**src/rtl/core/ids_pkg.sv**
```systemverilog
// Shared widths, constants and beat types of the image difference statistics block.
package ids_pkg;

	localparam int unsigned CH_W     = 16;
	localparam int unsigned TOL_W    = 14;
	localparam int unsigned CNT_W    = 24;
	localparam int unsigned SUM_W    = 40;
	localparam int unsigned SQ_W     = 56;

	// Per-pixel partial widths: three channels summed, three squares summed.
	localparam int unsigned CH_SUM_W = CH_W + 2;
	localparam int unsigned SQ_ITEM_W = 2 * CH_W + 2;
	// |d|*200 needs eight more bits than a channel.
	localparam int unsigned REL_W    = CH_W + 8;
	localparam int unsigned PROD_W   = SUM_W + TOL_W;

	localparam int unsigned SMALL_SCALE   = 200;
	localparam int unsigned BIG_SCALE     = 20;
	localparam int unsigned VERDICT_SCALE = 10000;

	localparam int unsigned QUEUE_DEPTH_DEF = 4;

	typedef logic [CH_W-1:0] chan_t;

	typedef struct packed {
		chan_t ref_red;
		chan_t ref_green;
		chan_t ref_blue;
		chan_t test_red;
		chan_t test_green;
		chan_t test_blue;
		logic  last_pixel;
	} pixel_t;

	typedef struct packed {
		chan_t              diff_red;
		chan_t              diff_green;
		chan_t              diff_blue;
		logic [CNT_W-1:0]   small_count;
		logic [CNT_W-1:0]   big_count;
		logic [SUM_W-1:0]   ref_total;
		logic [SUM_W-1:0]   test_total;
		logic [SQ_W-1:0]    squared_error_total;
		logic               images_differ;
		logic               totals_valid;
	} result_t;

	// One classified pixel, as queued between front and back.
	typedef struct packed {
		chan_t                 diff_red;
		chan_t                 diff_green;
		chan_t                 diff_blue;
		logic [SQ_ITEM_W-1:0]  sq_sum;
		logic [1:0]            small_cnt;
		logic [1:0]            big_cnt;
		logic [CH_SUM_W-1:0]   ref_sum;
		logic [CH_SUM_W-1:0]   test_sum;
		logic                  last;
	} entry_t;

endpackage

```
**src/rtl/core/ids_if.sv**
```systemverilog


interface ids_entry_if import ids_pkg::*; ();
	logic   valid;
	logic   ready;
	entry_t data;

	modport source (output valid, output data, input ready);
	modport sink (input valid, input data, output ready);
endinterface

```
**src/rtl/core/ids_queue.sv**
```systemverilog
// Short queue of classified pixels between the front and back ends.
module ids_queue import ids_pkg::*; #(
	parameter int unsigned DEPTH = QUEUE_DEPTH_DEF
) (
	input logic clk,
	input logic arst_n,
	ids_entry_if.sink push,
	ids_entry_if.source pop
);

	localparam int unsigned IDX_W = (DEPTH > 1) ? $clog2(DEPTH) : 1;
	localparam int unsigned CNT_QW = $clog2(DEPTH + 1);

	entry_t            mem_q [DEPTH];
	logic [IDX_W-1:0]  wr_ptr_q;
	logic [IDX_W-1:0]  rd_ptr_q;
	logic [CNT_QW-1:0] count_q;
	logic              do_push;
	logic              do_pop;

	assign push.ready = (count_q != CNT_QW'(DEPTH));
	assign pop.valid  = (count_q != '0);
	assign pop.data   = mem_q[rd_ptr_q];
	assign do_push    = push.valid && push.ready;
	assign do_pop     = pop.valid && pop.ready;

	always_ff @(posedge clk or negedge arst_n) begin
		if (!arst_n) begin
			wr_ptr_q <= '0;
			rd_ptr_q <= '0;
			count_q  <= '0;
		end else begin
			if (do_push) begin
				wr_ptr_q <= (wr_ptr_q == IDX_W'(DEPTH - 1)) ? '0 : wr_ptr_q + 1'b1;
			end
			if (do_pop) begin
				rd_ptr_q <= (rd_ptr_q == IDX_W'(DEPTH - 1)) ? '0 : rd_ptr_q + 1'b1;
			end
			if (do_push && !do_pop) begin
				count_q <= count_q + 1'b1;
			end else if (do_pop && !do_push) begin
				count_q <= count_q - 1'b1;
			end
		end
	end

	always_ff @(posedge clk) begin
		if (do_push) begin
			mem_q[wr_ptr_q] <= push.data;
		end
	end

	a_count_up: assert property (@(posedge clk) disable iff (!arst_n)
		(do_push && !do_pop) |=> (count_q == $past(count_q) + 1'b1))
		else $error("queue fill count missed a push");

	a_count_down: assert property (@(posedge clk) disable iff (!arst_n)
		(do_pop && !do_push) |=> (count_q == $past(count_q) - 1'b1))
		else $error("queue fill count missed a pop");

endmodule

```
**src/flat_wrapper.sv**
```systemverilog
// flat-port wrapper written by rule: the top's interface ports become plain ports
module ids_queue_flat import ids_pkg::*;
#(
	parameter int unsigned DEPTH = QUEUE_DEPTH_DEF
)
  (clk, arst_n, push_valid, push_data, push_ready, pop_valid, pop_data, pop_ready);
  ids_entry_if push_i ();
  ids_entry_if pop_i ();
  input logic clk;
  input logic arst_n;
  input wire logic [$bits(push_i.valid)-1:0] push_valid;
  input wire logic [$bits(push_i.data)-1:0] push_data;
  output wire logic [$bits(push_i.ready)-1:0] push_ready;
  output wire logic [$bits(pop_i.valid)-1:0] pop_valid;
  output wire logic [$bits(pop_i.data)-1:0] pop_data;
  input wire logic [$bits(pop_i.ready)-1:0] pop_ready;
  assign push_i.valid = push_valid;
  assign push_i.data = push_data;
  assign push_ready = push_i.ready;
  assign pop_valid = pop_i.valid;
  assign pop_data = pop_i.data;
  assign pop_i.ready = pop_ready;
  ids_queue #(.DEPTH(DEPTH)) u_core (.clk(clk), .arst_n(arst_n), .push(push_i), .pop(pop_i));
endmodule
```
**config.mk**
```make
export PLATFORM = sky130hd
export DESIGN_NAME = ids_queue_flat
export DESIGN_NICKNAME = d
export VERILOG_FILES = /design/src/rtl/core/ids_pkg.sv /design/src/rtl/core/ids_if.sv /design/src/rtl/core/ids_queue.sv /design/src/flat_wrapper.sv
export SDC_FILE = /design/constraint.sdc
export NUM_CORES = 1
export LEC_CHECK = 0
export BUFFER_PORTS_ARGS = -buffer_cell sky130_fd_sc_hd__clkbuf_2
export CORE_MARGIN = 1.5
export CORE_UTILIZATION = 35
export DETAILED_ROUTE_END_ITERATION = 16
export GPL_ROUTABILITY_DRIVEN = 0
export GPL_TIMING_DRIVEN = 0
export PLACE_DENSITY = 0.64
export SLEW_MARGIN = 20
export SYNTH_ARGS = -nofsm -noshare
export SYNTH_HDL_FRONTEND = slang
export SYNTH_SLANG_ARGS = --single-unit
```
**constraint.sdc**
```tcl
create_clock -name clk -period 3.05 [get_ports clk]
set_input_delay 0 -clock clk [delete_from_list [all_inputs] [get_ports clk]]
set_output_delay 0 -clock clk [all_outputs]
set_load 0.02 [all_outputs]
```
-- Yosys cells after proc, flatten, opt, wreduce, memory -nomap -nowiden
Memory sizes are Yosys's and may differ from the RTL's.
Index checks and enable logic that the tools add are counted.
- flip-flop bits (word level): 7
- memory bits (writable): 492
- bits of input ports: 127
- output and inout port bits: 125
- word-level logic and storage cells: 25
- memories: 1
- $add $sub $neg: 4
- equality and inequality tests: 3
- multiplexer cells: 6
- reduce and logical (&&, ||, !) cells: 8
- memory list (name ; words ; bits a word ; read ports ; clocked after memory_dff ; wr ports ; line ; source):
    u_core.mem_q ; 4 ; 123 ; 1 ; 0 ; 1 ; ids_queue.sv:14 ; entry_t mem_q [DEPTH];
- operator list (cell ; count):
    2-to-1 mux 3 bit ; 2
    adder 2 x 1 -> 2 bit (second input constant) ; 2
    == test 2 bit (second input constant) ; 2
    logical AND 1 bit ; 4
    2-to-1 mux 2 bit ; 2
    adder 3 x 1 -> 3 bit (second input constant) ; 1
    != test 3 bit (second input constant) ; 1
    nonzero test 3 bit ; 1
    subtractor 3 x 1 -> 3 bit (second input constant) ; 1
    logical NOT 1 bit ; 2
    2-to-1 mux 1 bit ; 2
    nonzero test 2 bit ; 1

-- Logic depth before layout (Yosys ltp)
- word-level depth: 6
- gate-level depth with buffers: 8
- mapped depth without buffers: 8

-- Worst setup path after synthesis
Ideal clock, no wire load.
- kind: reg-to-reg
- from: reg u_core.count_q[2]
- to: mem u_core.mem_q[0][0] in the netlist's numbering (enable)
- data arrival time: 2.238 ns
- data required time: 2.623 ns
- path slack: 0.384 ns
- cell stages (with the launch flop): 3
- buffers on the path: 0
- period minus slack after synthesis: 2.666 ns
- cell sequence: dfrtp_1 -> or3b_4 -> and3_2
- word-level cells in the longest chain between the ends: 4
- ends and longest elaborated chain (element ; line ; source):
    from (decl) ; ids_queue.sv:17 ; logic [CNT_QW-1:0] count_q;
    from (signal assigned) ; ids_queue.sv:40 ; count_q <= count_q + 1'b1;
    from (signal assigned) ; ids_queue.sv:42 ; count_q <= count_q - 1'b1;
    != test 3 bit ; ids_queue.sv:21 ; assign push.ready = (count_q != CNT_QW'(DEPTH));
    named net push_ready ; flat_wrapper.sv:13 ; output wire logic [$bits(push_i.ready)-1:0] push_ready;
    logical AND 1 bit ; ids_queue.sv:24 ; assign do_push = push.valid && push.ready;
    2-to-1 mux 1 bit ; ids_queue.sv:48 ; if (do_push) begin
    2-to-1 mux 1 bit (not written as such) ; ids_queue.sv:49 ; mem_q[wr_ptr_q] <= push.data;
    to (decl) ; ids_queue.sv:14 ;
The timed path passes the listed nets, and every way through them passes these cells.

-- Final worst setup path
- from: reg u_core.rd_ptr_q[1]
- to: out pop_data[3]
- word-level cells in the longest chain between the ends: 1
- ends and longest elaborated chain (element ; line ; source):
    from (decl) ; ids_queue.sv:16 ; logic [IDX_W-1:0] rd_ptr_q;
    from (signal assigned) ; ids_queue.sv:37 ; rd_ptr_q <= (rd_ptr_q == IDX_W'(DEPTH - 1)) ? '0 : rd_ptr_q + 1'b1;
    memory (4 x 123 bit) ; -- ;
    to (decl) ; flat_wrapper.sv:15 ; output wire logic [$bits(pop_i.data)-1:0] pop_data;
Every way passes these cells.

==> flow_metrics.tcl <==
set metrics [dict create \
    max_stage_delay_ps 620 \
    min_delay_path_depth 2 \
    io_buffers 251 \
    avgRoutedWirePerCell_um 20.1 \
    dp_cells 1622 \
    grt_max_degree 44 \
    period_minus_slack_ps 2460 \
    met1_usage_pct 17.5 \
    drc_errors 0 \
    worstHoldEndpoint "u_core.mem_q[2][18]" \
    peakVddDrop_v 0.000761 \
    cts_resized 0 \
    synthSimpleGateAreaFrac_pct 0.399 \
    rows 83 \
    post_dp_cell_area_mm2 0.0206 \
    drtAntennaViolNets 0 \
    syn_inst 679 \
    synth-compound-area-share_pct 0 \
    clkTransAtPathRegs_ps 60 \
    synthXorXnorAreaFrac_pct 0.145 \
    ys_seq_area_share_pct 82.3 \
    clock_path_buffers 3 \
    grt_use_met2_pct 23.4 \
    relSlewSlack_pct 44.5 \
    p_per_area_mw_per_mm2 978 \
    overflow 0 \
    r2r-start "u_core.count_q[0]" \
    synth-adder-area-share_pct 0.523 \
    status "completed" \
    end_kind "output pin" \
    post_cts_buffers 0 \
    skew_ps 26.3 \
    cts-hold-fix-buffers 127 \
    cp_max_fo 10 \
    final_cell_mix "492 x edfxtp_1, 251 x clkbuf_2, 127 x dlygate4sd3_1" \
    insertion_delay_ps 590 \
    num_vias 8681 \
    drive_gt1_share_pct 43.2 \
    ys_types 20 \
    grt.total_usage_pct 14.0 \
    clock_sinks 499 \
    p_total_uw 23000 \
    cts_tree "built" \
    crit_path_top_delay_cell "clkbuf_1" \
    fin_nets 1256 \
    dieArea_mm2 0.0533 \
    cap_viol_max_count 0 \
    min_from "push_data[18]" \
    die_height_um 231 \
    antenna_found_initial 1 \
    grt_pass1_vias 9587 \
    synthMuxAreaShare_pct 15.6 \
    rr_worst_depth 8 \
    diodes 0 \
    design_area_mm2 0.0235 \
    routed_wl_mm 37.0 \
    tightest_slew_ps 832 \
    crit_arrival_ps 2460 \
    worst-r2r-setup-slack_ps 860 \
    slew_violations 0 \
    dieWidth_um 231 \
    fmax_mhz 406 \
    synth_top_family_by_area "multiplexers" \
    clockRootBuffer "clkbuf_16" \
    core_area_mm2 0.0513 \
    drt_iter0_drc 394 \
    final_common_cell "edfxtp_1" \
    finalHoldViolCount 0 \
    leakage_uw 0.00814 \
    final_cell_count_no_fill 1844 \
    setup_violations 0 \
    top_usage_layer "met2" \
    h-tree-depth 2 \
    grt_pass1_wl_mm 56.1 \
    cp.required_ps 3050 \
    final_core_util_pct 45.8 \
    path_class "register to output pin" \
    drtPass1Iterations 4 \
    hold_path.class "input port to register" \
    cts_made_buffers 51 \
    r2r-end "u_core.count_q[2]" \
    start_util_pct 35.4 \
    syn-num-nets 813 \
    dp_hpwl_mm 23.3 \
    use_met3_pct 4.68 \
    worstSetupStartpointType "register" \
    synthesis.area_mm2 0.0182 \
    hold-worst-slack_ps 170 \
    yosys_warnings 0 \
    area_delta_synth_final_pct 29.5 \
    fillers 4328 \
    ios 252 \
    detail_route.vias_per_cell 4.71 \
    cp_cell_sequence "buf_2, clkbuf_1, mux4_2, clkbuf_2" \
    rsz0062_at_grt "false" \
    avgSynthCellArea_um2 26.8 \
    fin_crit_sh_pct 80.7 \
    ys_seq_elements 499 \
]
critical path, delay by kind of cell (launching register included):
kind                   cells  cell delay, ps
buffers and inverters      3            1060
multiplexers               1             480
flip-flops                 1             350
per-stage QoR:
| stage | setup slack (ps) | setup TNS [ps] |
|---|---|---|
| final | 590 | 0 |
| after global routing | 348 | 0 |
| after CTS | 398 | 0 |
| after detailed placement | 848 | 0 |
| after global placement | -922 | -433780 |
| after floorplan | 384 | 0 |
cell type report:
type / count / area (um2) / area share [%]
Buffer: 28 / 180 / 0.766
Inverter: 3 / 11.3 / 0.0479
Clock buffer: 59 / 1330 / 5.64
Timing Repair Buffer: 390 / 2830 / 12.0
Sequential cell: 499 / 14900 / 63.6
Multi-Input combinational cell: 149 / 3040 / 12.9
Tap cell: 680 / 851 / 3.62
Clock inverter: 36 / 332 / 1.41
worst max path at each step:
stage / from / end / cells after the start
after floorplan: u_core.count_q[2] / u_core.mem_q[0][0] / 2
after global placement: u_core.count_q[2] / u_core.mem_q[2][66] / 2
after detailed placement: u_core.count_q[0] / u_core.count_q[2] / 8
after CTS: u_core.rd_ptr_q[1] / pop_data[59] / 5
after global routing: u_core.rd_ptr_q[1] / pop_data[3] / 4
final: u_core.rd_ptr_q[1] / pop_data[3] / 4
synthesized netlist by cell type:
| cell type | n | area share, % |
|---|---|---|
| and2_4 | 1 | 0.048 |
| and3_2 | 4 | 0.17 |
| buf_2 | 15 | 0.41 |
| buf_4 | 1 | 0.041 |
| buf_6 | 7 | 0.43 |
| clkbuf_1 | 5 | 0.10 |
| dfrtp_1 | 7 | 0.96 |
| edfxtp_1 | 492 | 81 |
| fa_1 | 1 | 0.11 |
| ha_1 | 6 | 0.41 |
| inv_1 | 3 | 0.062 |
| mux2_2 | 3 | 0.19 |
| mux2_4 | 2 | 0.17 |
| mux4_2 | 123 | 15 |
| nand2_1 | 1 | 0.021 |
| nor2_1 | 3 | 0.062 |
| or3_2 | 1 | 0.041 |
| or3b_4 | 1 | 0.062 |
| xnor2_1 | 1 | 0.048 |
| xor2_1 | 2 | 0.096 |
layer usage:
metal,vias to the layer above,wire [um]
met4,2,775
met1,4538,15300
li1,3850,-
met5,-,10
met3,58,2760
met2,233,18100
registers in the layout (all words and copies together) (netlist names):
signal	count
u_core.count_q	3
u_core.mem_q	492
u_core.wr_ptr_q	2
u_core.rd_ptr_q	2
cells by family (layout without fill, tap and decap cells):
logic type,count (synthesis),count (layout)
fa+ha+maj,7,7
simple gates,11,11
mux,128,128
xor+xnor,3,3
buf+inv,31,516
flops,499,499
power breakdown:
part / leakage [uW] / internal [uW] / total [uW] / switching, uW
Sequential: 0.00459 / 9040 / 9310 / 277
Clock: 0.000820 / 3550 / 6110 / 2550
Combinational: 0.00273 / 3090 / 7590 / 4500
Power figures use the tool's default switching activity.
