## config.mk

```make
export PLATFORM = sky130hd
export DESIGN_NAME = ids_front_flat
export DESIGN_NICKNAME = d
export VERILOG_FILES = /design/src/rtl/core/ids_pkg.sv /design/src/rtl/core/ids_if.sv /design/src/rtl/core/ids_front.sv /design/src/flat_wrapper.sv
export SDC_FILE = /design/constraint.sdc
export NUM_CORES = 2
export LEC_CHECK = 0
export BUFFER_PORTS_ARGS = -buffer_cell sky130_fd_sc_hd__buf_2
export CORE_UTILIZATION = 55
export DETAILED_ROUTE_END_ITERATION = 10
export PLACE_DENSITY = 0.7
export SKIP_CTS_REPAIR_TIMING = 1
export SYNTH_ARGS = -nofsm -noshare
export SYNTH_HDL_FRONTEND = slang
export SYNTH_SLANG_ARGS = --single-unit
```

## constraint.sdc

```tcl
create_clock -name clk -period 22.4 [get_ports clk]
set_input_delay 2.24 -clock clk [delete_from_list [all_inputs] [get_ports clk]]
set_output_delay 2.24 -clock clk [all_outputs]
set_load 0.01 [all_outputs]
```

## src/rtl/core/ids_pkg.sv

```systemverilog
// Shared widths, constants and beat types of the image difference statistics block.
package ids_pkg;

	localparam int unsigned CH_W     = 16;
	localparam int unsigned TOL_W    = 14;
	localparam int unsigned CNT_W    = 24;
	localparam int unsigned SUM_W    = 40;
	localparam int unsigned SQ_W     = 56;

	// Per-pixel partial widths: three channels summed, three squares summed.
	localparam int unsigned CH_SUM_W = CH_W + 2;
	localparam int unsigned SQ_ITEM_W = 2 * CH_W + 2;
	// |d|*200 needs eight more bits than a channel.
	localparam int unsigned REL_W    = CH_W + 8;
	localparam int unsigned PROD_W   = SUM_W + TOL_W;

	localparam int unsigned SMALL_SCALE   = 200;
	localparam int unsigned BIG_SCALE     = 20;
	localparam int unsigned VERDICT_SCALE = 10000;

	localparam int unsigned QUEUE_DEPTH_DEF = 4;

	typedef logic [CH_W-1:0] chan_t;

	typedef struct packed {
		chan_t ref_red;
		chan_t ref_green;
		chan_t ref_blue;
		chan_t test_red;
		chan_t test_green;
		chan_t test_blue;
		logic  last_pixel;
	} pixel_t;

	typedef struct packed {
		chan_t              diff_red;
		chan_t              diff_green;
		chan_t              diff_blue;
		logic [CNT_W-1:0]   small_count;
		logic [CNT_W-1:0]   big_count;
		logic [SUM_W-1:0]   ref_total;
		logic [SUM_W-1:0]   test_total;
		logic [SQ_W-1:0]    squared_error_total;
		logic               images_differ;
		logic               totals_valid;
	} result_t;

	// One classified pixel, as queued between front and back.
	typedef struct packed {
		chan_t                 diff_red;
		chan_t                 diff_green;
		chan_t                 diff_blue;
		logic [SQ_ITEM_W-1:0]  sq_sum;
		logic [1:0]            small_cnt;
		logic [1:0]            big_cnt;
		logic [CH_SUM_W-1:0]   ref_sum;
		logic [CH_SUM_W-1:0]   test_sum;
		logic                  last;
	} entry_t;

endpackage

```

## src/rtl/core/ids_if.sv

```systemverilog
// Valid/ready channel interfaces of the image difference statistics block.
interface ids_pixel_if import ids_pkg::*; ();
	logic   valid;
	logic   ready;
	pixel_t data;

	modport source (output valid, output data, input ready);
	modport sink (input valid, input data, output ready);
endinterface


interface ids_entry_if import ids_pkg::*; ();
	logic   valid;
	logic   ready;
	entry_t data;

	modport source (output valid, output data, input ready);
	modport sink (input valid, input data, output ready);
endinterface

```

## src/rtl/core/ids_front.sv

```systemverilog
// Front end: takes pixel beats, forms differences, squares and error classes.
module ids_front import ids_pkg::*; (
	input logic clk,
	input logic arst_n,
	ids_pixel_if.sink pixel,
	ids_entry_if.source entry
);

	logic              fa_v_s1;
	chan_t [2:0]       diff_s1;
	chan_t [2:0]       ref_s1;
	chan_t [2:0]       test_s1;
	logic              last_s1;

	chan_t [2:0]       ref_in;
	chan_t [2:0]       test_in;
	chan_t [2:0]       diff_in;
	logic [2:0][2*CH_W-1:0] sq;
	logic [2:0]        small_f;
	logic [2:0]        big_f;
	logic              accept;

	assign pixel.ready = !fa_v_s1 || entry.ready;
	assign accept      = pixel.valid && pixel.ready;

	always_comb begin
		ref_in[0]  = pixel.data.ref_red;
		ref_in[1]  = pixel.data.ref_green;
		ref_in[2]  = pixel.data.ref_blue;
		test_in[0] = pixel.data.test_red;
		test_in[1] = pixel.data.test_green;
		test_in[2] = pixel.data.test_blue;
		for (int k = 0; k < 3; k++) begin
			diff_in[k] = (ref_in[k] > test_in[k]) ? (ref_in[k] - test_in[k])
				: (test_in[k] - ref_in[k]);
		end
	end

	always_ff @(posedge clk or negedge arst_n) begin
		if (!arst_n) begin
			fa_v_s1 <= 1'b0;
		end else if (accept) begin
			fa_v_s1 <= 1'b1;
		end else if (entry.ready) begin
			fa_v_s1 <= 1'b0;
		end
	end

	always_ff @(posedge clk) begin
		if (accept) begin
			diff_s1 <= diff_in;
			ref_s1  <= ref_in;
			test_s1 <= test_in;
			last_s1 <= pixel.data.last_pixel;
		end
	end

	// A channel with both values zero gives zero difference and fails both
	// relative tests, so it drops out of every sum without a flag of its own.
	always_comb begin
		for (int k = 0; k < 3; k++) begin
			sq[k]      = {{CH_W{1'b0}}, diff_s1[k]} * {{CH_W{1'b0}}, diff_s1[k]};
			small_f[k] = (REL_W'(diff_s1[k]) * REL_W'(SMALL_SCALE)) > REL_W'(ref_s1[k]);
			big_f[k]   = (REL_W'(diff_s1[k]) * REL_W'(BIG_SCALE)) > REL_W'(ref_s1[k]);
		end
	end

	assign entry.valid = fa_v_s1;

	always_comb begin
		entry.data.diff_red   = diff_s1[0];
		entry.data.diff_green = diff_s1[1];
		entry.data.diff_blue  = diff_s1[2];
		entry.data.sq_sum     = SQ_ITEM_W'(sq[0]) + SQ_ITEM_W'(sq[1]) + SQ_ITEM_W'(sq[2]);
		entry.data.small_cnt  = {1'b0, small_f[0]} + {1'b0, small_f[1]} + {1'b0, small_f[2]};
		entry.data.big_cnt    = {1'b0, big_f[0]} + {1'b0, big_f[1]} + {1'b0, big_f[2]};
		entry.data.ref_sum    = CH_SUM_W'(ref_s1[0]) + CH_SUM_W'(ref_s1[1])
			+ CH_SUM_W'(ref_s1[2]);
		entry.data.test_sum   = CH_SUM_W'(test_s1[0]) + CH_SUM_W'(test_s1[1])
			+ CH_SUM_W'(test_s1[2]);
		entry.data.last       = last_s1;
	end

endmodule

```

## src/flat_wrapper.sv

```systemverilog
// flat-port wrapper written by rule: the top's interface ports become plain ports
module ids_front_flat import ids_pkg::*;
  (clk, arst_n, pixel_valid, pixel_data, pixel_ready, entry_valid, entry_data, entry_ready);
  ids_pixel_if pixel_i ();
  ids_entry_if entry_i ();
  input logic clk;
  input logic arst_n;
  input wire logic [$bits(pixel_i.valid)-1:0] pixel_valid;
  input wire logic [$bits(pixel_i.data)-1:0] pixel_data;
  output wire logic [$bits(pixel_i.ready)-1:0] pixel_ready;
  output wire logic [$bits(entry_i.valid)-1:0] entry_valid;
  output wire logic [$bits(entry_i.data)-1:0] entry_data;
  input wire logic [$bits(entry_i.ready)-1:0] entry_ready;
  assign pixel_i.valid = pixel_valid;
  assign pixel_i.data = pixel_data;
  assign pixel_ready = pixel_i.ready;
  assign entry_valid = entry_i.valid;
  assign entry_data = entry_i.data;
  assign entry_i.ready = entry_ready;
  ids_front u_core (.clk(clk), .arst_n(arst_n), .pixel(pixel_i), .entry(entry_i));
endmodule
```

# ---- Word level (Yosys, flattened, before mapping)
# Cells that the tools add are included.
dict set report word_totals {
  reg_bits 146
  latch_bits 0
  mem_bits_rw 0
  rom_bits 0
  in_bits 101
  n_memories 0
}
dict set report classes {
  add_sub_neg 16
  mul 9
  div_mod_pow 0
  order_cmp 9
  eq_ne 0
  n_shift 0
  muxes 5
  bitwise 0
  n_reduce_logical 4
}
# cell n
set ops {}
lappend ops {{$mul A16 B16 Y32} 3}
lappend ops {{$sub A16 B16 Y16} 6}
lappend ops {{$gt A24 B16 Y1} 3}
lappend ops {{$gt A21 B16 Y1} 3}
lappend ops {{$mul A16 B5 Y21 const B} 3}
lappend ops {{$mul A16 B3 Y19 const B} 3}
lappend ops {{$gt A16 B16 Y1} 3}
lappend ops {{$mux W16} 3}
lappend ops {{$add A18 B16 Y18} 2}
lappend ops {{$add A16 B16 Y17} 2}
lappend ops {{$add A34 B32 Y34} 1}
lappend ops {{$add A32 B32 Y33} 1}
lappend ops {{$add A1 B1 Y2} 2}
lappend ops {{$add A2 B1 Y2} 2}
lappend ops {{$mux W1} 2}
lappend ops {{$reduce_bool A2 Y1} 1}
lappend ops {{$logic_and A1 B1 Y1} 1}
lappend ops {{$logic_not A1 Y1} 1}
lappend ops {{$logic_or A1 B1 Y1} 1}

# ---- Logic depth before layout (Yosys ltp)
dict set report logic_depth {
  ltp_word 4
  depth_mapped 46
  mapped_depth_nobuf 45
}

# ---- Worst setup path before layout
# No wires, ideal clock.
dict set report synth_path {
  kind {register -> output}
  start {register u_core.diff_s1 (netlist bit u_core.entry.data[109])}
  end {output port entry_data[72]}
  arrival_time_ns 10.664
  required_ns 20.160
  setup_slack_ns 9.496
  path_stages_with_launch 38
  cell_sequence {edfxtp_1 > clkbuf_1 > nand2_1 > inv_1 > fa_1 > fa_1 > inv_1 > fa_1 > fa_1 > inv_1 > fa_1 > fa_1 > fa_1 > fa_1 > ha_1 > a21o_1 > a21o_1 > a21oi_1 > [2 not listed] > a21oi_1 > xor2_1 > fa_1 > fa_1 > fa_1 > fa_1 > inv_1 > ha_1 > nand4_1 > nor2_1 > inv_1 > a2111oi_0 > o2111a_1 > o221ai_1 > o21ai_1 > o211ai_1 > a21oi_1 > o311a_1}
}
dict set report synth_between {
  elab_chain_cells 3
}
# element line_no
set synth_lines {}
lappend synth_lines {{from (decl)} ids_front.sv:10} ;# chan_t [2:0] diff_s1;
lappend synth_lines {{from (signal assigned)} ids_front.sv:51} ;# diff_s1 <= diff_in;
lappend synth_lines {{$mul A16 B16 Y32} ids_front.sv:62} ;# sq[k] = {{CH_W{1'b0}}, diff_s1[k]} * {{CH_W{1'b0}}, diff_s1[k]};
lappend synth_lines {{$add A32 B32 Y33} ids_front.sv:74} ;# entry.data.sq_sum = SQ_ITEM_W'(sq[0]) + SQ_ITEM_W'(sq[1]) + SQ_ITEM_W'(sq[2]);
lappend synth_lines {{$add A34 B32 Y34} ids_front.sv:74}
lappend synth_lines {{to (decl)} flat_wrapper.sv:12} ;# output wire logic [$bits(entry_i.data)-1:0] entry_data;
# Every way passes these cells.

# ---- Worst setup path in the final report
dict set report layout_path {
  start {register u_core.diff_s1 (netlist bit u_core.entry.data[91])}
  end {output port entry_data[70]}
}
# Same word-level chain as after synthesis.

==> metrics.txt <==
outcome completed; yosys warns 0; TritonCTS clock tree yes; first-pass GRT wire length 179 mm; Period minus WS final 15.14 ns; fraction of layout cells with a size suffix above 1 0.0674; Residual DRC 0; # placed instances 5,902; Hold Crit Class reg2reg; Least-Margin Pin Slew 0.954 ns; ANT cells 0; cells on worst reg2reg path 3; Cells after Synth 4,685; initial DRC count 2,207; worst r2r src u_core.entry.valid; pin count of the biggest net entering global routing 72; RR Endpoint u_core.ref_s1[24]; Critical Path Most Common Cell fa_1; TritonRoute pass-1 iters 5; port bufs 225; number of hold violations in the final report 0; CTS Sinks 146; Crit Path Class reg2out; unrepaired setup endpoints after global routing false; worst hold start u_core.entry.valid; Core Area 77,500 µm²; XOR/XNOR share of the synthesized area 0.0461; setup tns final 0 ns; CP Launch Type register; top_reg_cell synth edfxtp_1; Compound-Gate Fraction of Synth Area 0.110; vias in the first global route 32,780; Post-synth EDFFs 145; Final Skew 0.0169 ns; Synth Area in Simple Gates 0.0914; total CTS buffers 17; Max Cap Violations 0; IO Pins 226; Synth cell types 87; vias post-DR 32,373; post-layout net count 6,425; CTS root buf clkbuf_16; RD Place Congestion 0.978; syn_nets 6,229; Hold EP u_core.entry.valid; Adder-Cell Fraction of Synth Area 0.528; period utilization 0.676; ANT nets after route 0; Max Clock Freq 66.1 MHz; CP arrival 12.90 ns; cell taking the most area after synthesis fa_1; ys async rst share 0.00685; Clk pin slew, worst setup/hold paths 0.07 ns; Die ar. 79,500 µm²; maximum clock insertion buffer count 2; GRT Overall Usage 0.295; CP endpoint kind output pin; top post-synthesis cells by area fa_1 (29%), ha_1 (24%), inv_1 (10%); CP max stage cell edfxtp_1; initial antenna violation count 4; Initial Util 0.556; remaining global-route overflow 0; H-tree levels 4; hpwl dp 99.6 mm; sequential area share after synthesis 0.102; Routed WL 114 mm; final cell count without fillers 5,934; worst hold path depth 2; crit path buf inv count 7; Layout area overhead 6.68%; DIE WIDTH 282 µm; mux share of post-synthesis cell area 0.00976; latest clock arrival within the worst-skew pair 0.46 ns; Worst path top cell family by delay adder cells; Avg Synthesized Cell Area 9.20 µm²; Die Y 282 µm; Commonest cells post-synth inv_1 (1,199), ha_1 (817), fa_1 (626), nor2_1 (231), nand2_1 (223); largest stage delay on the critical path 0.99 ns; post-synth top area share 0.291; Post-Synthesis Cell Area 43,100 µm²; vias per std cell 5.46; fin. max-slew vios 0; CP required 20.16 ns; reg2reg setup slack 20.48 ns; # rows 102; Max FO, Critical Path 12; Final setup viols 0; combinational family with the most area after synthesis adder cells; slew margin rel. 0.357; most common cell in the netlist inv_1; register bit total from synthesis 146; DR WL/cell 19.2 µm
cells by family after synthesis:
| family | Yosys count |
|---|---|
| AND/OR/NAND/NOR | 816 |
| flip-flops | 146 |
| XOR/XNOR | 227 |
| multiplexers | 41 |
| buffers and inverters | 1279 |
| adder cells (fa/ha/maj) | 1443 |
| AO/OA/AOI/OAI | 733 |
through the flow:
| stage | util | setup slack (ns) | area (µm²) | hold slack (ns) |
|---|---|---|---|---|
| final | 0.593 | 7.26 | 46000 | 0.550 |
| after global routing | 0.593 | 6.74 | 46000 | 0.600 |
| after CTS | 0.593 | 7.46 | 46000 | 0.557 |
| after detailed placement | 0.586 | 7.97 | 45400 | 0.529 |
| after global placement | 0.586 | 8.25 | 45400 | 0.522 |
| after floorplan | - | 9.50 | 43100 | 0.622 |
cells in the final DEF, fill, tap and decap left out, types with 7 or more instances in the layout:
master / instances
inv_1: 1199
o21ai_1: 21
buf_4: 26
a211oi_1: 19
o21a_1: 39
nand4_1: 38
nor2_1: 231
and2_1: 61
fa_1: 626
nand2b_1: 32
nor3_1: 47
edfxtp_1: 145
o21bai_1: 45
o31ai_1: 8
nor4_1: 9
xnor2_1: 147
a21o_1: 133
nand3_1: 47
a2111oi_0: 7
and4_1: 7
nor2b_1: 44
and3_1: 16
or3_1: 13
buf_2: 225
a31oi_1: 27
or2_2: 15
inv_6: 7
nor3b_1: 8
mux2_2: 7
nand2_1: 223
a21oi_1: 208
mux2i_1: 33
xor2_1: 80
clkbuf_16: 17
o211ai_1: 16
ha_1: 817
o21ai_0: 121
flip-flops by register name, indices dropped and copies added, names as in the netlist:
name,count
u_core.entry.valid,1
u_core.ref_s1,48
u_core.last_s1,1
u_core.entry.data,48
u_core.test_s1,48
how the worst max path moves through the flow:
stage / cells past startpoint / startpoint / to / slack [ns]
2_1_floorplan: 37 / u_core.entry.data[109] / entry_data[72] / 9.50
3_3_place_gp: 42 / u_core.entry.data[91] / entry_data[70] / 8.25
3_5_place_dp: 35 / u_core.entry.data[111] / entry_data[70] / 7.97
4_1_cts: 35 / u_core.entry.data[111] / entry_data[70] / 7.46
5_1_grt: 35 / u_core.entry.data[111] / entry_data[70] / 6.74
6_report: 42 / u_core.entry.data[91] / entry_data[70] / 7.26
metal layers:
layer	part of all wire	global-route usage	wire [µm]
met1	0.45	0.413	50700
met2	0.45	0.470	51400
met3	0.065	0.0370	7380
met4	0.038	0.105	4330
met5	0	0	0
final cells by class:
type | count | area [µm²]
Multi-Input combinational cell | 3260 | 33900
Timing Repair Buffer | 251 | 1320
Clock buffer | 18 | 429
Inverter | 1205 | 4520
Sequential cell | 146 | 4380
Fill cell | 6814 | 31500
Clock inverter | 14 | 166
Tap cell | 1040 | 1300
tightest hold or removal path, cell delays in order, from the launching register on:
cell and delay [ns]:
dfrtp_1 0.35, nand2b_1 0.08, nand2b_1 0.08
Power is not shown: default switching activity piles up to over one toggle a cycle in this logic, so the estimate is an artifact.
