===== config.mk =====
export PLATFORM = sky130hd
export DESIGN_NAME = ids_back_flat
export DESIGN_NICKNAME = d
export VERILOG_FILES = /design/src/rtl/core/ids_pkg.sv /design/src/rtl/core/ids_if.sv /design/src/rtl/core/ids_back.sv /design/src/flat_wrapper.sv
export SDC_FILE = /design/constraint.sdc
export NUM_CORES = 2
export LEC_CHECK = 0
export BUFFER_PORTS_ARGS = -buffer_cell sky130_fd_sc_hd__clkbuf_2
export CORE_ASPECT_RATIO = 0.6
export CORE_MARGIN = 4
export CORE_UTILIZATION = 58
export CTS_BUF_LIST = sky130_fd_sc_hd__clkbuf_8
export DETAILED_ROUTE_END_ITERATION = 8
export GPL_ROUTABILITY_DRIVEN = 0
export PLACE_DENSITY = 0.82
export SLEW_MARGIN = 20
export SYNTH_ARGS = -nofsm -noshare
export SYNTH_HDL_FRONTEND = slang
export SYNTH_SLANG_ARGS = --single-unit

===== constraint.sdc =====
create_clock -name clk -period 12.5 [get_ports clk]
set_input_delay 0.625 -clock clk [delete_from_list [all_inputs] [get_ports clk]]
set_output_delay 0.625 -clock clk [all_outputs]
set_load 0.1 [all_outputs]

===== src/rtl/core/ids_pkg.sv =====
// Shared widths, constants and beat types of the image difference statistics block.
package ids_pkg;

	localparam int unsigned CH_W     = 16;
	localparam int unsigned TOL_W    = 14;
	localparam int unsigned CNT_W    = 24;
	localparam int unsigned SUM_W    = 40;
	localparam int unsigned SQ_W     = 56;

	// Per-pixel partial widths: three channels summed, three squares summed.
	localparam int unsigned CH_SUM_W = CH_W + 2;
	localparam int unsigned SQ_ITEM_W = 2 * CH_W + 2;
	// |d|*200 needs eight more bits than a channel.
	localparam int unsigned REL_W    = CH_W + 8;
	localparam int unsigned PROD_W   = SUM_W + TOL_W;

	localparam int unsigned SMALL_SCALE   = 200;
	localparam int unsigned BIG_SCALE     = 20;
	localparam int unsigned VERDICT_SCALE = 10000;

	localparam int unsigned QUEUE_DEPTH_DEF = 4;

	typedef logic [CH_W-1:0] chan_t;

	typedef struct packed {
		chan_t ref_red;
		chan_t ref_green;
		chan_t ref_blue;
		chan_t test_red;
		chan_t test_green;
		chan_t test_blue;
		logic  last_pixel;
	} pixel_t;

	typedef struct packed {
		chan_t              diff_red;
		chan_t              diff_green;
		chan_t              diff_blue;
		logic [CNT_W-1:0]   small_count;
		logic [CNT_W-1:0]   big_count;
		logic [SUM_W-1:0]   ref_total;
		logic [SUM_W-1:0]   test_total;
		logic [SQ_W-1:0]    squared_error_total;
		logic               images_differ;
		logic               totals_valid;
	} result_t;

	// One classified pixel, as queued between front and back.
	typedef struct packed {
		chan_t                 diff_red;
		chan_t                 diff_green;
		chan_t                 diff_blue;
		logic [SQ_ITEM_W-1:0]  sq_sum;
		logic [1:0]            small_cnt;
		logic [1:0]            big_cnt;
		logic [CH_SUM_W-1:0]   ref_sum;
		logic [CH_SUM_W-1:0]   test_sum;
		logic                  last;
	} entry_t;

endpackage


===== src/rtl/core/ids_if.sv =====


interface ids_result_if import ids_pkg::*; ();
	logic    valid;
	logic    ready;
	result_t data;

	modport source (output valid, output data, input ready);
	modport sink (input valid, input data, output ready);
endinterface


interface ids_entry_if import ids_pkg::*; ();
	logic   valid;
	logic   ready;
	entry_t data;

	modport source (output valid, output data, input ready);
	modport sink (input valid, input data, output ready);
endinterface


===== src/rtl/core/ids_back.sv =====
// Back end: accumulates statistics, closes an image on its last pixel, forms the verdict.
module ids_back import ids_pkg::*; (
	input logic clk,
	input logic arst_n,
	input logic [TOL_W-1:0] tol,
	ids_entry_if.sink entry,
	ids_result_if.source result
);

	typedef struct packed {
		chan_t            diff_red;
		chan_t            diff_green;
		chan_t            diff_blue;
		logic             last;
		logic [CNT_W-1:0] small_tot;
		logic [CNT_W-1:0] big_tot;
		logic [SUM_W-1:0] ref_tot;
		logic [SUM_W-1:0] test_tot;
		logic [SQ_W-1:0]  sq_tot;
	} tot_t;

	logic [SUM_W-1:0] ref_acc_q;
	logic [SUM_W-1:0] test_acc_q;
	logic [SQ_W-1:0]  sq_acc_q;
	logic [CNT_W-1:0] small_q;
	logic [CNT_W-1:0] big_q;

	logic              v_s1, v_s2, v_s3, v_s4;
	tot_t              tot_s1, tot_s2, tot_s3;
	logic [SUM_W-1:0]  delta_s2, lo_s2;
	logic [PROD_W-1:0] pa_s3, pb_s3;
	logic              strict_s3;
	result_t           res_s4;

	logic [SUM_W:0]   ref_nx, test_nx;
	logic [SQ_W:0]    sq_nx;
	logic [CNT_W:0]   small_nx, big_nx;
	logic [SUM_W-1:0] ref_sat, test_sat;
	logic [SQ_W-1:0]  sq_sat;
	logic [CNT_W-1:0] small_sat, big_sat;
	logic             out_free, s3_free, s2_free, s1_free, do_pop;

	assign out_free    = !v_s4 || result.ready;
	assign s3_free     = !v_s3 || out_free;
	assign s2_free     = !v_s2 || s3_free;
	assign s1_free     = !v_s1 || s2_free;
	assign entry.ready = s1_free;
	assign do_pop      = entry.valid && s1_free;

	// Accumulators never exceed their maximum, so a carry out means saturate.
	always_comb begin
		ref_nx    = {1'b0, ref_acc_q} + (SUM_W+1)'(entry.data.ref_sum);
		test_nx   = {1'b0, test_acc_q} + (SUM_W+1)'(entry.data.test_sum);
		sq_nx     = {1'b0, sq_acc_q} + (SQ_W+1)'(entry.data.sq_sum);
		small_nx  = {1'b0, small_q} + (CNT_W+1)'(entry.data.small_cnt);
		big_nx    = {1'b0, big_q} + (CNT_W+1)'(entry.data.big_cnt);
		ref_sat   = ref_nx[SUM_W] ? '1 : ref_nx[SUM_W-1:0];
		test_sat  = test_nx[SUM_W] ? '1 : test_nx[SUM_W-1:0];
		sq_sat    = sq_nx[SQ_W] ? '1 : sq_nx[SQ_W-1:0];
		small_sat = small_nx[CNT_W] ? '1 : small_nx[CNT_W-1:0];
		big_sat   = big_nx[CNT_W] ? '1 : big_nx[CNT_W-1:0];
	end

	always_ff @(posedge clk or negedge arst_n) begin
		if (!arst_n) begin
			ref_acc_q  <= '0;
			test_acc_q <= '0;
			sq_acc_q   <= '0;
			small_q    <= '0;
			big_q      <= '0;
		end else if (do_pop) begin
			if (entry.data.last) begin
				ref_acc_q  <= '0;
				test_acc_q <= '0;
				sq_acc_q   <= '0;
				small_q    <= '0;
				big_q      <= '0;
			end else begin
				ref_acc_q  <= ref_sat;
				test_acc_q <= test_sat;
				sq_acc_q   <= sq_sat;
				small_q    <= small_sat;
				big_q      <= big_sat;
			end
		end
	end

	always_ff @(posedge clk or negedge arst_n) begin
		if (!arst_n) begin
			v_s1 <= 1'b0;
			v_s2 <= 1'b0;
			v_s3 <= 1'b0;
			v_s4 <= 1'b0;
		end else begin
			if (s1_free) begin
				v_s1 <= do_pop;
			end
			if (s2_free) begin
				v_s2 <= v_s1;
			end
			if (s3_free) begin
				v_s3 <= v_s2;
			end
			if (out_free) begin
				v_s4 <= v_s3;
			end
		end
	end

	// Stage 1: snapshot the closed totals; mid-image beats carry zeros.
	always_ff @(posedge clk) begin
		if (do_pop) begin
			tot_s1.diff_red   <= entry.data.diff_red;
			tot_s1.diff_green <= entry.data.diff_green;
			tot_s1.diff_blue  <= entry.data.diff_blue;
			tot_s1.last       <= entry.data.last;
			tot_s1.small_tot  <= entry.data.last ? small_sat : '0;
			tot_s1.big_tot    <= entry.data.last ? big_sat : '0;
			tot_s1.ref_tot    <= entry.data.last ? ref_sat : '0;
			tot_s1.test_tot   <= entry.data.last ? test_sat : '0;
			tot_s1.sq_tot     <= entry.data.last ? sq_sat : '0;
		end
	end

	// Stage 2: distance and minimum of the two totals.
	always_ff @(posedge clk) begin
		if (s2_free && v_s1) begin
			tot_s2   <= tot_s1;
			delta_s2 <= (tot_s1.ref_tot > tot_s1.test_tot)
				? (tot_s1.ref_tot - tot_s1.test_tot) : (tot_s1.test_tot - tot_s1.ref_tot);
			lo_s2    <= (tot_s1.ref_tot < tot_s1.test_tot) ? tot_s1.ref_tot : tot_s1.test_tot;
		end
	end

	// Stage 3: both sides of the tolerance test and the strict-mode flag.
	always_ff @(posedge clk) begin
		if (s3_free && v_s2) begin
			tot_s3    <= tot_s2;
			pa_s3     <= PROD_W'(delta_s2) * PROD_W'(VERDICT_SCALE);
			pb_s3     <= PROD_W'(lo_s2) * PROD_W'(tol);
			strict_s3 <= (tot_s2.small_tot != '0) || (tot_s2.big_tot != '0);
		end
	end

	// Stage 4: output register.
	always_ff @(posedge clk) begin
		if (out_free && v_s3) begin
			res_s4.diff_red            <= tot_s3.diff_red;
			res_s4.diff_green          <= tot_s3.diff_green;
			res_s4.diff_blue           <= tot_s3.diff_blue;
			res_s4.small_count         <= tot_s3.small_tot;
			res_s4.big_count           <= tot_s3.big_tot;
			res_s4.ref_total           <= tot_s3.ref_tot;
			res_s4.test_total          <= tot_s3.test_tot;
			res_s4.squared_error_total <= tot_s3.sq_tot;
			res_s4.images_differ       <= tot_s3.last
				&& ((tol == '0) ? strict_s3 : (pa_s3 > pb_s3));
			res_s4.totals_valid        <= tot_s3.last;
		end
	end

	assign result.valid = v_s4;
	assign result.data  = res_s4;

	a_clear_after_last: assert property (@(posedge clk) disable iff (!arst_n)
		(do_pop && entry.data.last) |=> (ref_acc_q == '0 && test_acc_q == '0
			&& sq_acc_q == '0 && small_q == '0 && big_q == '0))
		else $error("statistics not cleared after last pixel");

	a_mid_zero: assert property (@(posedge clk) disable iff (!arst_n)
		(result.valid && !result.data.totals_valid) |-> (result.data.ref_total == '0
			&& result.data.squared_error_total == '0 && !result.data.images_differ))
		else $error("mid-image result carries totals");

	a_strict_verdict: assert property (@(posedge clk) disable iff (!arst_n)
		(result.valid && result.data.totals_valid && tol == '0) |->
			(result.data.images_differ == ((result.data.small_count != '0)
				|| (result.data.big_count != '0))))
		else $error("strict verdict disagrees with counters");

endmodule


===== src/flat_wrapper.sv =====
// flat-port wrapper written by rule: the top's interface ports become plain ports
module ids_back_flat import ids_pkg::*;
  (clk, arst_n, tol, entry_valid, entry_data, entry_ready, result_valid, result_data, result_ready);
  ids_entry_if entry_i ();
  ids_result_if result_i ();
  input logic clk;
  input logic arst_n;
  input logic [TOL_W-1:0] tol;
  input wire logic [$bits(entry_i.valid)-1:0] entry_valid;
  input wire logic [$bits(entry_i.data)-1:0] entry_data;
  output wire logic [$bits(entry_i.ready)-1:0] entry_ready;
  output wire logic [$bits(result_i.valid)-1:0] result_valid;
  output wire logic [$bits(result_i.data)-1:0] result_data;
  input wire logic [$bits(result_i.ready)-1:0] result_ready;
  assign entry_i.valid = entry_valid;
  assign entry_i.data = entry_data;
  assign entry_ready = entry_i.ready;
  assign result_valid = result_i.valid;
  assign result_data = result_i.data;
  assign result_i.ready = result_ready;
  ids_back u_core (.clk(clk), .arst_n(arst_n), .tol(tol), .entry(entry_i), .result(result_i));
endmodule

* Word-level counts from Yosys, hierarchy flattened
Index checks and enable logic that the tools add are counted.
** Word-level totals
- Register bits after elaboration :: 1306
- Output and inout bits :: 236
- Logic and storage cells :: 93
** Operators by class
- Add/sub/neg operators :: 7
- Multipliers :: 2
- Order comparisons :: 3
- Multiplexer cells :: 13
- Reduce and logical (&&, ||, !) cells :: 17
** Operators by type and width (number)
- 40-bit 2-to-1 mux :: 6
- 56-bit 2-to-1 mux :: 2
- 24-bit 2-to-1 mux :: 4
- 40-bit by 18-bit adder with 41-bit output :: 2
- 40-bit subtractor :: 2
- 56-bit by 34-bit adder with 57-bit output :: 1
- 54-bit > comparator :: 1
- 40-bit by 14-bit multiplier with 54-bit output :: 1
- 24-bit by 2-bit adder with 25-bit output :: 2
- 40-bit by 10-bit multiplier with 50-bit output, second input constant :: 1
- 24-bit nonzero test :: 2
- 40-bit > comparator :: 1
- 40-bit < comparator :: 1
- 14-bit logical NOT :: 1
- 1-bit logical AND :: 5
- 1-bit logical OR :: 5
- 1-bit logical NOT :: 4
- 1-bit 2-to-1 mux :: 1

* Depth between registers and ports, before layout
- Word-level depth :: 6
- Depth in mapped cells :: 25
- Gate-level depth less buffers :: 24

* Least setup slack after synthesis
No wires, ideal clock.
- Kind :: register -> register
- Start point :: reg u_core.v_s4 (netlist: u_core.result.valid)
- End point :: reg u_core.res_s4 (netlist bit u_core.result.data[0]) (enable)
- Setup time :: 0.860 ns
- Data arrival time :: 11.363 ns
- Data required time :: 11.640 ns
- Slack :: 0.277 ns
- Cell stages (with the launch flop) :: 3
- Buffers on the path :: 0
- Cell sequence :: dfrtp_1 > nor2b_1 > nor2b_1
** Between the ends
- Longest elaborated chain between the ends :: 3
** RTL lines
- from (decl) :: line ids_back.sv:28 : logic v_s1, v_s2, v_s3, v_s4;
- from (signal assigned) :: line ids_back.sv:105 : v_s4 <= v_s3;
- 1-bit logical NOT :: line ids_back.sv:43 : assign out_free = !v_s4 || result.ready;
- 1-bit logical OR :: line ids_back.sv:43
- 1-bit logical AND :: line ids_back.sv:147 : if (out_free && v_s3) begin
- to (decl) :: line ids_back.sv:33 : result_t res_s4;
Every way passes these cells.
A chain may end at the register's enable or synchronous reset.

* Final worst setup path
- Start point :: reg u_core.lo_s2[9]
- End point :: reg u_core.pb_s3[52], data pin
** Between the ends
- Longest elaborated chain between the ends :: 1
** RTL lines
- from (decl) :: line ids_back.sv:30 : logic [SUM_W-1:0] delta_s2, lo_s2;
- from (signal assigned) :: line ids_back.sv:131 : lo_s2 <= (tot_s1.ref_tot < tot_s1.test_tot) ? tot_s1.ref_tot : tot_s1.test_tot;
- 40-bit by 14-bit multiplier with 54-bit output :: line ids_back.sv:140 : pb_s3 <= PROD_W'(lo_s2) * PROD_W'(tol);
- to (signal assigned) :: line ids_back.sv:140
- to (decl) :: line ids_back.sv:31 : logic [PROD_W-1:0] pa_s3, pb_s3;
Every way passes these cells.

==> results_dict.tcl <==
set metrics [dict create \
    critPathLaunchType "flop" \
    cp_cell_sequence "nand2_1 > fa_1 > fa_1 > inv_1 > fa_1 > fa_1 > inv_1 > fa_1 > fa_1 > inv_1 > ha_1 > a21oi_1 > nor2_1 > o21ai_0 > a21bo_2 > o2111ai_1 > a21oi_1 > o21ai_0 > a2111oi_0 > nor4_1 > xnor2_1" \
    fp.dieH_um 293 \
    initial_core_util_pct 58.5 \
    syn-num-nets 7889 \
    antenna_left 0 \
    met2WireLength_um 89400 \
    fin_nets 8244 \
    worst_slack_ns 4.97 \
    hold_class "in2reg" \
    cts_root_buffer "clkbuf_8" \
    worstRegToRegCells 21 \
    cp_slowest_cell "edfxtp_1" \
    final-seq-area_sq_mm 0.0383 \
    avgSynthCellArea_sq_um 11.7 \
    path_max_fanout 14 \
    grt_pass1_wl_um 316000 \
    cts-htree-levels 4 \
    grt.overflow.total 0 \
    cts.repair.resized 0 \
    dieArea_sq_mm 0.142 \
    coreArea_sq_mm 0.134 \
    synth_cell_type_count 97 \
    drcViolationCount 0 \
    path_clk_slew_ns 0.07 \
    tns_ns 0 \
    wl_met1_um 81600 \
    fin_crit_sh_pct 60.2 \
    r2r-start "u_core.lo_s2[9]$_DFFE_PP_" \
    yosysWarningCount 0 \
    synthFlopType "edfxtp_1" \
    slew_headroom_pct 19.0 \
    cts.path.max_buffers 3 \
    rrSetupSlack_ns 4.97 \
    r2r_end "u_core.pb_s3[52]$_DFFE_PP_" \
    finalMaxSlewViolations 0 \
    highest_layer "met5" \
    postLayoutCellArea_sq_mm 0.0863 \
    wirelength_um 204000 \
    nFillCells 9833 \
    numPortBuffers 376 \
    die_w_um 484 \
    yosys-top-cells-area "edfxtp_1 (43%), fa_1 (14%), ha_1 (7.4%)" \
    maxCapViolCount 0 \
    grt_antenna_before_repair 18 \
    cp-startpoint "u_core.lo_s2[9]$_DFFE_PP_" \
    rows 104 \
    yosys.area.top_type "edfxtp_1" \
    end_kind "flop" \
    ys_seq_area_share_pct 48.6 \
    yosys_register_bits 1306 \
    endpoint "u_core.pb_s3[52]$_DFFE_PP_" \
    synth_common_cells "edfxtp_1 (1118), inv_1 (785), nand2_1 (665)" \
    yosysMostFrequentCell "edfxtp_1" \
    num_vias 55100 \
    worstSetupPathType "reg2reg" \
    synth_top_area_share_pct 42.7 \
    ios 377 \
    setup_viol 0 \
    max_freq_ghz 0.133 \
    cts_tree "built" \
    synth_edf_count 1118 \
    multi_input_area_sq_mm 0.0363 \
    status "complete, no violations" \
    first_pass_iters 8 \
    syn_to_final_growth_pct 9.68 \
    synth_area_sq_mm 0.0787 \
    slowest_delay_ns 0.92 \
    via_per_inst 6.10 \
    period_needed_ns 7.53 \
    cp_data_required_time_ns 13.15 \
    report.final.hold_viol_count 0 \
    insertion_delay_ns 0.92 \
    finClkSkew_ns 0.0606 \
    cts_buffers 185 \
    crit_top_cell "fa_1" \
    async_flop_share_pct 14.4 \
    hpwl_um 146000 \
    wl_met3_um 25200 \
    worst_slew_pin_slew_ns 1.22 \
    dpl_cell_area_sq_mm 0.0821 \
    grt_max_degree 147 \
    grt_use_total_pct 28.6 \
    layout-drive-gt1-share_pct 10.3 \
    critPathArrivalTime_ns 8.18 \
    rsz0062_at_grt "false" \
    clock-sinks 1306 \
    drt_iter0_markers 6938 \
    dpl_worst_slack_ns 4.54 \
    wl_per_cell_um 22.6 \
    grt_pass1_vias 55200 \
    syn_inst 6718 \
]
## registers in the layout (all words and copies together) (netlist names), 40 cells and up
register and cells:
u_core.tot_s3 233, u_core.tot_s2 233, u_core.test_acc_q 40, u_core.pa_s3 50
u_core.lo_s2 40, u_core.sq_acc_q 56, u_core.tot_s1 233, u_core.delta_s2 40
u_core.ref_acc_q 40, u_core.result.data 234, u_core.pb_s3 54
## through the flow
stage                     hold slack (ns)  instances  util (%)
after floorplan                     0.329       6718         -
after global placement              0.400       8638      61.0
after detailed placement            0.405       8638      61.0
after CTS                          0.0314       9034      64.2
after global routing                0.109       9038      64.2
final                              0.0943       9045      64.2
## cell families after synthesis
kind of cell,count (synthesis),share of synthesized area [%]
AO/OA/AOI/OAI,1367,11.1
flip-flops,1306,48.6
XOR/XNOR,244,2.72
AND/OR/NAND/NOR,1666,10.2
adder cells (fa/ha/maj),1030,21.8
multiplexers,21,0.275
buffers and inverters,1084,5.25
## worst min-delay path by stage
stage	from	to	slack, ns	cells after the start
4_1_cts	result_ready	u_core.v_s3$_DFFE_PN0P_	0.03	4
3_3_place_gp	u_core.tot_s2[225]$_DFFE_PP_	u_core.tot_s3[225]$_DFFE_PP_	0.40	0
6_report	result_ready	u_core.v_s3$_DFFE_PN0P_	0.09	4
5_1_grt	result_ready	u_core.v_s2$_DFFE_PN0P_	0.11	4
3_5_place_dp	u_core.tot_s3[205]$_DFFE_PP_	u_core.result.data[206]$_DFFE_PP_	0.40	0
2_1_floorplan	arst_n	u_core.big_q[0]$_DFFE_PN0P_	0.33	0
## cells in the final DEF (no fill, tap or decap), types with 27 or more instances in the layout
cell | netlist | final
clkbuf_2 | 0 | 374
xor2_1 | 95 | 95
and2_1 | 232 | 230
inv_1 | 785 | 839
nor3_1 | 58 | 58
a21oi_1 | 502 | 502
buf_4 | 4 | 36
o21bai_1 | 47 | 47
a211oi_1 | 29 | 29
nor2_1 | 281 | 280
ha_1 | 463 | 463
o21a_1 | 40 | 40
and3_1 | 77 | 77
a21o_1 | 184 | 184
o22a_1 | 34 | 34
clkbuf_8 | 0 | 198
nor2b_1 | 50 | 49
o21ai_0 | 232 | 232
nand2_1 | 665 | 663
a31oi_1 | 67 | 67
dlygate4sd3_1 | 0 | 50
clkinv_1 | 2 | 42
fa_1 | 567 | 567
xnor2_1 | 149 | 149
nand3_1 | 85 | 85
edfxtp_1 | 1118 | 1118
dfrtp_1 | 188 | 188
nand4_1 | 76 | 76
nand2b_1 | 27 | 27
## layout make-up
class,instances,area share (%)
antenna,11,0.0319
clock buffer,197,3.14
clock inverter,149,1.18
inverter,788,3.44
multi-input combinational,4328,42.1
sequential,1306,44.3
tap,1802,2.61
timing repair buffer,464,3.15
## routing by layer
layer,vias to the layer above,global-route usage [%]
li1,24000,-
met1,27100,40.2
met2,3412,42.3
met3,587,8.86
met4,20,10.3
met5,-,0
## timing repair
action	4_1_cts	5_1_grt
buffers inserted	0	0
endpoints found under the hold margin	117	0
hold buffers	50	0
## critical path, delay by kind of cell, from the launching register on
family,cells,cell delay (ns)
AO/OA/AOI/OAI,7,2.12
buffers and inverters,3,0.15
AND/OR/NAND/NOR,3,0.53
XOR/XNOR,1,0.10
adder cells (fa/ha/maj),7,3.41
flip-flops,1,0.92
Power is not shown: default switching activity piles up to over one toggle a cycle in this logic, so the estimate is an artifact.
